File: src/rtl/atk_pkg.sv
// ----------------------------------------------------------------------------
// atk_pkg
// Shared types, codes and the clamped add for the Atkinson dither unit.
// ----------------------------------------------------------------------------
package atk_pkg;

  localparam int PIX_W     = 8;
  localparam int SHARE_W   = 5;
  localparam int CFG_W     = 10;
  localparam int CFG_IDX_W = 1;
  localparam int COORD_W   = 9;

  // register indexes of the configuration port
  localparam logic [CFG_IDX_W-1:0] CFG_FRAME_WIDTH  = 1'b0;
  localparam logic [CFG_IDX_W-1:0] CFG_FRAME_HEIGHT = 1'b1;

  // request codes
  localparam logic REQ_PIXEL = 1'b0;
  localparam logic REQ_DRAIN = 1'b1;

  localparam int RESET_WIDTH  = 320;
  localparam int RESET_HEIGHT = 240;

  typedef logic [PIX_W-1:0]          pix_t;
  typedef logic signed [SHARE_W-1:0] share_t;

  localparam pix_t PIX_THRESH = 8'd128;
  localparam pix_t PIX_WHITE  = 8'd255;
  localparam pix_t PIX_BLACK  = 8'd0;

  // which earlier decisions reach the pixel being decided
  typedef struct packed {
    logic up_left;
    logic up;
    logic up_right;
    logic left2;
    logic left1;
  } nbr_t;

  typedef struct packed {
    logic               dark;
    logic [COORD_W-1:0] col;
    logic [COORD_W-1:0] row;
    logic               last;
  } res_t;

  function automatic pix_t clamp_add(input pix_t v, input share_t s);
    logic [PIX_W+1:0] sum;
    sum = {2'b00, v} + {{(PIX_W+2-SHARE_W){s[SHARE_W-1]}}, s};
    if (sum[PIX_W+1]) begin
      clamp_add = PIX_BLACK;
    end else if (sum[PIX_W]) begin
      clamp_add = PIX_WHITE;
    end else begin
      clamp_add = sum[PIX_W-1:0];
    end
  endfunction

endpackage

File: src/rtl/atk_decide.sv
// ----------------------------------------------------------------------------
// atk_decide
// Applies the outstanding error shares to a pixel in decision order,
// thresholds it and derives the share it passes on.
// ----------------------------------------------------------------------------
module atk_decide
  import atk_pkg::*;
(
  input  pix_t   base,
  input  share_t sh_up_left,
  input  share_t sh_up,
  input  share_t sh_up_right,
  input  share_t sh_left2,
  input  share_t sh_left1,
  input  nbr_t   nbr,
  output logic   dark,
  output share_t share
);

  pix_t       v1, v2, v3, v4, v5;
  logic [3:0] mag;

  always_comb begin
    v1 = nbr.up_left  ? clamp_add(base, sh_up_left) : base;
    v2 = nbr.up       ? clamp_add(v1, sh_up)        : v1;
    v3 = nbr.up_right ? clamp_add(v2, sh_up_right)  : v2;
    v4 = nbr.left2    ? clamp_add(v3, sh_left2)     : v3;
    v5 = nbr.left1    ? clamp_add(v4, sh_left1)     : v4;
    dark = (v5 < PIX_THRESH);
    // error/8 toward zero: v>>3 when black, -((255-v)>>3) when white
    mag = dark ? v5[6:3] : ~v5[6:3];
    share = dark ? share_t'({1'b0, mag}) : share_t'(5'd0 - {1'b0, mag});
  end

endmodule

File: config.mk
export PLATFORM = sky130hd
export DESIGN_NAME = atk_decide
export DESIGN_NICKNAME = d
export VERILOG_FILES = /design/src/rtl/atk_pkg.sv /design/src/rtl/atk_decide.sv
export SDC_FILE = /design/constraint.sdc
export NUM_CORES = 1
export LEC_CHECK = 0
export BUFFER_PORTS_ARGS = -buffer_cell sky130_fd_sc_hd__buf_2
export CORE_AREA = 2 2 82 84
export DETAILED_ROUTE_END_ITERATION = 7
export DIE_AREA = 0 0 84 86
export GPL_ROUTABILITY_DRIVEN = 0
export PLACE_DENSITY = 0.81
export REMOVE_ABC_BUFFERS = 1
export SLEW_MARGIN = 20
export SYNTH_ARGS = -nofsm -noshare
export SYNTH_HDL_FRONTEND = slang
export SYNTH_SLANG_ARGS = --single-unit
File: constraint.sdc
create_clock -name vclk -period 11.7
set_clock_uncertainty 0.1 [all_clocks]
set_input_delay 0 -clock vclk [all_inputs]
set_output_delay 0 -clock vclk [all_outputs]
set_load 0.05 [all_outputs]
# Word level (Yosys, flattened, before mapping)

Cells that the tools add are included.

Register bits after elaboration: 0
Input bits: 38
Output and inout bits: 6
Logic and storage cells: 25

$add $sub $neg: 6
Magnitude comparators: 1
Muxes and demuxes: 17
Bitwise operators: 1

Operator list:

| cell                                             | number |
|---|---|
| two-way mux 8 bit                                | 15 |
| adder 9 x 5 -> 10 bit                            | 5 |
| < comparator 8 bit (second input constant)       | 1 |
| two-way mux 5 bit                                | 1 |
| subtractor 1 x 4 -> 5 bit (first input constant) | 1 |
| two-way mux 4 bit                                | 1 |
| inverter 4 bit                                   | 1 |

# Logic depth before layout (Yosys ltp)

Gate-level depths: netlist of the first run.

Depth in word-level cells: 24
Gate-level depth with buffers: 47
Depth with buffers taken out: 47

# Worst setup path after synthesis of the first run

OpenSTA, ideal clock, no wires.

Kind: input to output
From: input base[0]
To: output share[2]
Data arrival time: 10.511 ns
Data required time: 11.600 ns
Setup slack: 1.089 ns
Cell stages on the path: 45
Path buffers: 3
Path through: ha_1 -> fa_1 -> a211o_1 -> and3_1 -> nor3_1 -> nor2_1 -> o211a_1 -> a21oi_1 -> inv_1 -> ha_1 -> buf_2 -> a211oi_1 -> a211oi_1 -> a31o_2 -> nor3_1 -> o22a_1 -> inv_1 -> ha_1 -> (+9 left out) -> a211o_1 -> a21o_1 -> or3_1 -> and3_1 -> clkbuf_1 -> o211ai_1 -> o21ai_0 -> ha_1 -> nand2b_1 -> or2_2 -> or4_1 -> nand3_2 -> or2_2 -> o22a_1 -> a31oi_1 -> a2bb2oi_1 -> nor3_1 -> xor2_1

Word-level cells in the longest chain between the ends: 24
Elaborated cells on any way between the ends: 25
Those cells by class: add/sub (6); order compare (1); mux (17); bitwise (1)

Ends and longest elaborated chain:

| item                      | RTL line         | text |
|---|---|---|
| start: declaration        | atk_decide.sv:9  | `input pix_t base,` |
| adder 9 x 5 -> 10 bit     | atk_pkg.sv:49    | `sum = {2'b00, v} + {{(PIX_W+2-SHARE_W){s[SHARE_W-1]}}, s};` |
| two-way mux 8 bit         | atk_pkg.sv:52    | `end else if (sum[PIX_W]) begin` |
| two-way mux 8 bit         | atk_pkg.sv:50    | `if (sum[PIX_W+1]) begin` |
| two-way mux 8 bit (*)     | atk_decide.sv:24 | `v1 = nbr.up_left ? clamp_add(base, sh_up_left) : base;` |
| adder 9 x 5 -> 10 bit     | atk_pkg.sv:49    |  |
| two-way mux 8 bit         | atk_pkg.sv:52    |  |
| two-way mux 8 bit         | atk_pkg.sv:50    |  |
| two-way mux 8 bit (*)     | atk_decide.sv:25 | `v2 = nbr.up ? clamp_add(v1, sh_up) : v1;` |
| (+9 left out)             | --               |  |
| two-way mux 8 bit         | atk_pkg.sv:52    |  |
| two-way mux 8 bit         | atk_pkg.sv:50    |  |
| two-way mux 8 bit (*)     | atk_decide.sv:28 | `v5 = nbr.left1 ? clamp_add(v4, sh_left1) : v4;` |
| < comparator 8 bit (*)    | atk_decide.sv:29 | `dark = (v5 < PIX_THRESH);` |
| via dark                  | atk_decide.sv:16 | `output logic dark,` |
| two-way mux 4 bit         | atk_decide.sv:31 | `mag = dark ? v5[6:3] : ~v5[6:3];` |
| subtractor 1 x 4 -> 5 bit | atk_decide.sv:32 | `share = dark ? share_t'({1'b0, mag}) : share_t'(5'd0 - {1'b0, mag});` |
| two-way mux 5 bit (*)     | atk_decide.sv:32 |  |
| end: declaration          | atk_decide.sv:17 | `output share_t share` |

Mark *: on every way through the listed nets, which the timed path passes. The rest lies on a longest branch.

# Worst setup path in the final report of the first run

From: input base[0]
To: output share[2]

Word-level cells in the longest chain between the ends: 24
Elaborated cells on any way between the ends: 25
Those cells by class: add/sub (6); order compare (1); mux (17); bitwise (1)

Ends and longest elaborated chain:

| item                                                 | RTL line |
|---|---|
| adder 9 x 5 -> 10 bit                                | atk_pkg.sv:49 |
| two-way mux 8 bit                                    | atk_pkg.sv:52 |
| two-way mux 8 bit                                    | atk_pkg.sv:50 |
| two-way mux 8 bit (*)                                | atk_decide.sv:24 |
| adder 9 x 5 -> 10 bit                                | atk_pkg.sv:49 |
| two-way mux 8 bit                                    | atk_pkg.sv:52 |
| two-way mux 8 bit                                    | atk_pkg.sv:50 |
| two-way mux 8 bit (*)                                | atk_decide.sv:25 |
| (+8 left out)                                        | -- |
| adder 9 x 5 -> 10 bit                                | atk_pkg.sv:49 |
| two-way mux 8 bit                                    | atk_pkg.sv:52 |
| two-way mux 8 bit                                    | atk_pkg.sv:50 |
| two-way mux 8 bit (*)                                | atk_decide.sv:28 |
| < comparator 8 bit or inverter 4 bit (tied branches) | atk_decide.sv:29, atk_decide.sv:31 |
| two-way mux 4 bit                                    | atk_decide.sv:31 |
| subtractor 1 x 4 -> 5 bit                            | atk_decide.sv:32 |
| two-way mux 5 bit (*)                                | atk_decide.sv:32 |

Every way passes the cells marked *; elsewhere a longest branch is shown, timed or not.

==> qor.yml, run 1 <==
sta:
  min_period_ns: 10.96
  period_share: 0.9372
  slew_headroom: 0.6256
  fmax_mhz: 91.20
  final_max_slew_viol_count: 0
  tightest_slew_ns: 0.5594
  finalHoldViolCount: 0
  finalSetupViolations: 0
  rsz0062_at_grt: "no"
  finalSetupTns_ns: 0
synthesis:
  synth_area_per_cell_sq_um: 6.927
  syn_area_sq_um: 3166
  ys_seq_area_frac: 0
  yosysWarningCount: 0
  synth_cell_type_count: 75
  syn_inst: 457
route:
  drcViolationCount: 0
  vias: 3675
  routed_via_density: 6.470
  wl_um: 8918
  drt_iter0_markers: 225
  routedWlPerCell_um: 15.70
  dr.pass1.iters: 7
  ant_nets: 0
floorplanning:
  dieHeight_um: 86
  initial_utilization: 0.5043
  core-area_sq_um: 6277
  die_w_um: 84
  rows: 29
  ios: 44
  die_area_sq_um: 7224
flow_run:
  drv_cap: 0
final_layout:
  nFlopsAndLatches: 0
  antenna_cells: 0
  n_clock_buffer: 0
  drive_above_1_share: 0.1446
  synthToLayoutAreaGrowth_pct: 9.091
  ff_latch_area_sq_um: 0
  instances_no_fill: 568
  fin_nets: 579
grt:
  grt_antenna_before_repair: 0
  grt_start_max_net_pins: 18
  grt_overflow_total: 0
  grt_pass1_vias: 3359
  grt_usage: 0.2372
  grt_pass1_wl_um: 14880
worst_setup_path:
  critPathMostFrequentCell: "ha_1"
  required_ns: 11.60
  crit_arrival_ns: 10.86
  critPathCaptureType: "output port"
  crit_path_max_fanout: 9
  critPathMaxStageDelay_ns: 0.48
  crit_type: "input pin to output port"
  start_kind: "input pin"
  cp_slowest_cell: "a2111o_1"
cts:
  holdBufCountCts: 0
  post-cts-setup-buffers: 0
  cts-resized-gates: 0
run_status:
  status: "complete, no violations"
pwr:
  powerDensity_nw_per_um2: 157.7
  p_leak_nw: 1.657
  peakVddDrop_v: 0.00008074
placed_design:
  io_buffers: 44
  place_hpwl_um: 7283
  place_inst: 568
worst_hold_path:
  hold_class: "input pin to output port"
-- cell usage after synthesis, drive strengths merged (9+ instances only) --
cell type   n  area, sq um
a21oi      38        190.2
o21ai      33        165.1
nor2       40        150.1
o21a       15        112.6
ha         44        550.5
xnor2      19        166.4
nand2      31        118.9
a21o       18        135.1
nor3        9        45.04
o211ai      9        67.56
inv        42        157.7
a211oi     11        92.58
a31oi       9        62.56
nor2b       9        63.81
-- where the power goes --
group | internal, mW | leakage [nW] | switching, mW
registers | 0 | 0 | 0
clock network | 0 | 0 | 0
logic | 0.212 | 1.66 | 0.332
-- stage by stage --
| step | power, mW | cell area [sq um] | util | setup slack (ns) | hold slack (ns) |
|---|---|---|---|---|---|
| finish | 0.5445 | 3453 | 0.5501 | 0.7353 | 0.5414 |
| global route | 0.5965 | 3453 | 0.5501 | 0.01126 | 0.5648 |
| CTS | 0.5300 | 3441 | 0.5481 | 0.6145 | 0.5335 |
| detailed placement | 0.5263 | 3441 | 0.5481 | 0.6362 | 0.5331 |
| global placement | 0.5164 | 3441 | 0.5481 | 1.042 | 0.5199 |
| floorplan | 0.4194 | 3124 | - | 1.228 | 0.2277 |
-- layout by cell type (no fill, tap or decap), types with 7 or more instances in the layout --
cell,instances
ha_1,44
buf_2,44
inv_1,42
nor2_1,40
a21oi_1,38
nand2_1,30
o21ai_0,30
xnor2_1,18
a21o_1,18
o21a_1,15
a211oi_1,9
o211ai_1,9
nor3_1,8
nor2b_1,8
a31oi_1,8
nand3_1,7
and3_1,7
-- path summary, 6_finish.rpt --
check | to | depth (start not counted) | start
min | dark | 3 | nbr[0]
max | share[2] | 46 | base[0]
-- cells by family (layout without fill, tap and decap cells) --
family,Yosys count,in the layout,share of synthesized area
multiplexers,1,1,0.003557
AO/OA/AOI/OAI,194,194,0.4415
adder cells (fa/ha/maj),48,48,0.1992
AND/OR/NAND/NOR,138,138,0.2265
XOR/XNOR,24,24,0.06640
buffers and inverters,52,86,0.06284
-- critical path: cells and delay by family --
family / cells / cell delay (ns)
AOI/OAI and AO/OA: 19 / 4.65
and+or+nand+nor: 13 / 2.93
adders and majority gates: 7 / 2.25
buffers and inverters: 5 / 0.63
xor gates and xnor gates: 2 / 0.39
-- metal layers --
layer | wire length [um] | global-route usage | part of all wire | vias up
met5 | 0 | 0 | 0 | -
met4 | 271 | 0.06891 | 0.030 | 0
met3 | 539 | 0.008662 | 0.060 | 26
met2 | 4124 | 0.4167 | 0.46 | 164
met1 | 3983 | 0.3171 | 0.45 | 1680
li1 | - | - | - | 1805
-- final cells by class --
cell class | instances | area (sq um)
Tap cell | 77 | 96.34
Timing Repair Buffer | 44 | 220.2
Multi-Input combinational cell | 405 | 2979
Inverter | 42 | 157.7
Fill cell | 603 | 2824
No activity file was read; power rests on OpenSTA's default activity.
==> inputs of run 2 (changes only) <==
- CORE_AREA: 2 2 82 84 -> 4 4 84 86
- DIE_AREA: 0 0 84 86 -> 0 0 88 90
- PLACE_DENSITY: 0.81 -> default
- PLACE_DENSITY_LB_ADDON: default -> 0.12
==> run 2 against run 1 <==
  * Sequential share of layout area did not move
  * Core utilization fell by 0.12 points
  * Die area rose by 9.6%
  * Worst setup slack improved by 0.21 ns
  * Cell count did not move
  * Sequential cell count did not move
  * Critical path depth rose by 2
  * Maximum frequency rose by 1.9%
  * Via count fell by 4.4%
  * Non-clock buffer count did not move
  * Cell area fell by 0.22%
  * Global-route usage fell by 2.5 points
  * Critical path type unchanged
  * Largest power group unchanged
==> qor.yml, run 2 (same netlist as run 1, synthesis figures left out) <==
worst_setup_path:
  critPathMostFrequentCell: "ha_1"
  crit_arrival_ns: 10.66  # -0.20 ns
  crit_buf_inv: 5  # unchanged
  path_delay_family: "compound AO/OA/AOI/OAI gates"
  required_ns: 11.60  # about the same
  start_kind: "input pin"
  cp_slowest_cell: "a2111o_1"
  critPathCaptureType: "output port"
  critPathMaxStageDelay_ns: 0.47  # about the same
  crit_path_max_fanout: 9  # unchanged
  crit_type: "input pin to output port"
flow_run:
  drv_cap: 0  # unchanged
cts:
  cts-resized-gates: 0  # unchanged
  holdBufCountCts: 0  # unchanged
  post-cts-setup-buffers: 0  # unchanged
sta:
  slew_headroom: 0.6000  # -0.02564
  period_share: 0.9196  # -0.01757
  finalSetupViolations: 0  # unchanged
  min_period_ns: 10.76  # -0.2056 ns
  final_max_slew_viol_count: 0  # unchanged
  tightest_slew_ns: 0.5925  # +0.03310 ns
  fmax_mhz: 92.94  # +1.9%
  finalSetupTns_ns: 0  # unchanged
  finalHoldViolCount: 0  # unchanged
  rsz0062_at_grt: "no"
floorplanning:
  die_w_um: 88  # +4.8%
  ios: 44  # unchanged
  core-area_sq_um: 6277  # unchanged
  die_area_sq_um: 7920  # +9.6%
  dieHeight_um: 90  # +4.7%
  initial_utilization: 0.5043  # unchanged
  rows: 29  # unchanged
final_layout:
  antenna_cells: 0  # unchanged
  n_clock_buffer: 0  # unchanged
  ff_latch_area_sq_um: 0  # unchanged
  instances_no_fill: 568  # unchanged
  synthToLayoutAreaGrowth_pct: 8.854
  nFlopsAndLatches: 0  # unchanged
  final_cell_mix: "ha_1 (44), buf_2 (44), inv_1 (42)"
  drive_above_1_share: 0.1426  # -0.002037
  fin_nets: 579  # unchanged
route:
  vias: 3515  # -4.4%
  drt_iter0_markers: 186  # -17%
  ant_nets: 0  # unchanged
  routedWlPerCell_um: 15.16  # -3.4%
  routed_via_density: 6.188  # -4.4%
  dr.pass1.iters: 4  # -3
  wl_um: 8611  # -3.4%
  drcViolationCount: 0  # unchanged
grt:
  grt_pass1_wl_um: 14540  # -2.3%
  grt_antenna_before_repair: 0  # unchanged
  grt_usage: 0.2125  # -0.02468
  grt_start_max_net_pins: 18  # unchanged
  grt_overflow_total: 0  # unchanged
  grt_pass1_vias: 3288  # -2.1%
worst_hold_path:
  hold_depth: 3  # unchanged
  hp-start: "nbr[0]"
  hold-path-endpoint: "dark"
  hold_class: "input pin to output port"
placed_design:
  place_inst: 568  # unchanged
  place_hpwl_um: 7253  # -0.41%
  io_buffers: 44  # unchanged
run_status:
  status: "complete, no violations"
pwr:
  power_mw: 0.5320  # -2.3%
  p_leak_nw: 1.651  # -0.38%
  peakVddDrop_v: 0.00007928  # -1.8%
  powerDensity_nw_per_um2: 154.4  # -2.1%
## run 2: cell types whose count changed in the layout (fill, tap and decap cells not counted)
cell	previous run	this run
xnor2_2	1	0
xnor2_1	18	19
## run 2: worst max path at each step
stage | slack [ns] | endpoint | from | cells past startpoint
global placement | 0.85 | share[3] | base[0] | 46
detailed placement | 0.75 | share[3] | base[0] | 46
CTS | 0.71 | share[3] | base[0] | 46
global route | 0.01 | share[3] | base[0] | 46
finish | 0.94 | share[3] | base[0] | 48
floorplan | 1.23 | share[2] | base[0] | 44
## run 2: metal layers
layer  share of wire  GRT usage  up-vias  routed length, um
li1                -          -     1800                  -
met1            0.46     0.2908     1608               3920
met2            0.48     0.3737       91               4138
met3           0.053    0.01097       16                453
met4           0.011    0.02174        0                 98
met5               0          0        -                  0
## run 2: area by class of cell
type                            count  area, sq um
Multi-Input combinational cell    405         2972
Fill cell                         624         2831
Inverter                           42        157.7
Timing Repair Buffer               44        220.2
Tap cell                           77        96.34
## run 2: power by group
group          switching, mW  total, mW  leakage, nW  internal [mW]
registers                  0          0            0              0
clock network              0          0            0              0
logic                  0.322      0.532         1.65          0.210
## run 2: per-stage QoR
step           instance area (sq um)    util  setup slack [ns]  hold WS (ns)
2_1_floorplan                   3124       -             1.228        0.2277
3_3_place_gp                    3441  0.5481            0.8531        0.5288
3_5_place_dp                    3441  0.5481            0.7547        0.5328
4_1_cts                         3441  0.5481            0.7081        0.5320
5_1_grt                         3446  0.5489           0.01178        0.5624
6_report                        3446  0.5489            0.9409        0.5356
==> inputs of run 3 (changes only) <==
- CORE_AREA: 4 4 84 86 -> 4 4 94 96
- DIE_AREA: 0 0 88 90 -> 0 0 98 100
- SKIP_LAST_GASP: default -> 1
==> run 3 against run 2 <==
  * Hold slack gained 0.0067 ns
  * Worst setup slack worse by 0.00093 ns
  * Power increased by 2.1%
  * Sequential share of layout area unchanged
  * Combinational power rose by 2%
  * Via count fell by 1.1%
  * Cell area rose by 1.6%
  * Count of clock-buffer cells in the layout is the same
  * Die area up 24%
  * First-iteration DRC count shrank 2.7%
  * Critical path depth shrank 1
  * Critical endpoint unchanged
  * Largest cell class unchanged
  * Largest power group unchanged
==> qor.yml, run 3 (same netlist as run 1, synthesis figures left out) <==
run_status:
  status: "complete, no violations"
cts:
  holdBufCountCts: 0  # unchanged
floorplanning:
  dieHeight_um: 100  # +11%
  ios: 44  # unchanged
  die_area_sq_um: 9800  # +24%
  core-area_sq_um: 8051  # +28%
  rows: 33  # +14%
  initial_utilization: 0.3932  # -0.1111
  die_w_um: 98  # +11%
worst_setup_path:
  critPathCaptureType: "output port"
  cp-startpoint: "base[0]"
  required_ns: 11.60  # about the same
  cp_slowest_cell: "a2111o_1"
  crit_path_max_fanout: 9  # unchanged
  crit_type: "input pin to output port"
  critPathMaxStageDelay_ns: 0.49  # +0.02 ns
  crit_arrival_ns: 10.66  # about the same
  endpoint: "share[3]"
  critPathMostFrequentCell: "ha_1"
  start_kind: "input pin"
final_layout:
  instances_no_fill: 597  # +5.1%
  antenna_cells: 0  # unchanged
  utilization: 0.4350  # -0.1140
  fin_nets: 580  # +0.17%
  synthToLayoutAreaGrowth_pct: 10.63
  ff_latch_area_sq_um: 0  # unchanged
  n_clock_buffer: 0  # unchanged
  final_cell_mix: "ha_1 (44), buf_2 (44), inv_1 (42)"
  nFlopsAndLatches: 0  # unchanged
  nFillCells: 838  # +34%
  drive_above_1_share: 0.1463  # +0.003775
pwr:
  peakVddDrop_v: 0.00007257  # -8.5%
  powerDensity_nw_per_um2: 155.0  # +0.42%
  p_leak_nw: 1.664  # +0.78%
grt:
  grt_start_max_net_pins: 18  # unchanged
  grt_pass1_vias: 3323  # +1.1%
  grt_pass1_wl_um: 15330  # +5.5%
  grt_usage: 0.1800  # -0.03251
  grt_overflow_total: 0  # unchanged
  grt_antenna_before_repair: 0  # unchanged
route:
  vias: 3478  # -1.1%
  drt_iter0_markers: 181  # -2.7%
  dr.pass1.iters: 4  # unchanged
  ant_nets: 0  # unchanged
  wl_um: 9161  # +6.4%
  routedWlPerCell_um: 15.35  # +1.2%
  drcViolationCount: 0  # unchanged
  routed_via_density: 5.826  # -5.9%
sta:
  period_share: 0.9197  # about the same
  min_period_ns: 10.76  # +0.0009280 ns
  whs_ns: 0.5423  # +0.006733 ns
  slew_headroom: 0.6111  # +0.01110
  final_max_slew_viol_count: 0  # unchanged
  tightest_slew_ns: 0.5812  # -0.01138 ns
  fmax_mhz: 92.94  # about the same
  finalHoldViolCount: 0  # unchanged
  finalSetupViolations: 0  # unchanged
worst_hold_path:
  hold_class: "input pin to output port"
placed_design:
  place_hpwl_um: 7704  # +6.2%
  place_inst: 596  # +4.9%
  io_buffers: 44  # unchanged
flow_run:
  drv_cap: 0  # unchanged
-- run 3: stage by stage --
step	TNS [ns]	total power [mW]	area, sq um	setup slack (ns)
2_1_floorplan	0	0.4194	3124	1.228
3_3_place_gp	0	0.5327	3476	0.7711
3_5_place_dp	0	0.5314	3476	0.6519
4_1_cts	0	0.5339	3476	0.6143
5_1_grt	-0.01130	0.6028	3502	-0.01130
6_report	0	0.5429	3502	0.9399
-- run 3: per-layer routing --
metal | vias to the layer above | global-route usage | share of wire
met5 | - | 0 | 0
met4 | 0 | 0.03408 | 0.016
met3 | 12 | 0.01320 | 0.053
met2 | 93 | 0.3215 | 0.47
met1 | 1576 | 0.2396 | 0.46
li1 | 1797 | - | -
-- run 3: worst min path at each step --
stage | end | start | slack [ns] | cells past startpoint
finish | dark | nbr[0] | 0.54 | 3
floorplan | dark | nbr[0] | 0.23 | 1
detailed placement | dark | nbr[0] | 0.54 | 3
global placement | dark | nbr[0] | 0.54 | 3
CTS | dark | nbr[0] | 0.54 | 3
global route | dark | nbr[0] | 0.57 | 3
-- run 3: power by group --
part	switching, mW	total (mW)	internal (mW)
sequential	0	0	0
combinational	0.329	0.543	0.214
clock	0	0	0
-- run 3: layout make-up --
cell class	count	area (sq um)	share of cell area
Timing Repair Buffer	45	227.7	0.06502
Inverter	42	157.7	0.04502
Tap cell	105	131.4	0.03751
Multi-Input combinational cell	405	2985	0.8524
-- run 3: what timing repair did --
| action | CTS | global route |
|---|---|---|
| endpoints found under the hold margin | 0 | 0 |
| setup buffers | 0 | 1 |
| gates resized for setup | 0 | 3 |
| endpoints found under the setup margin | 0 | 5 |
-- run 3: critical path: cells and delay by family --
| kind | cells | cell delay [ns] |
|---|---|---|
| buffers and inverters | 6 | 0.69 |
| adders and majority gates | 7 | 2.31 |
| and+or+nand+nor | 14 | 2.57 |
| AOI/OAI and AO/OA | 18 | 4.69 |
| xor gates and xnor gates | 2 | 0.37 |
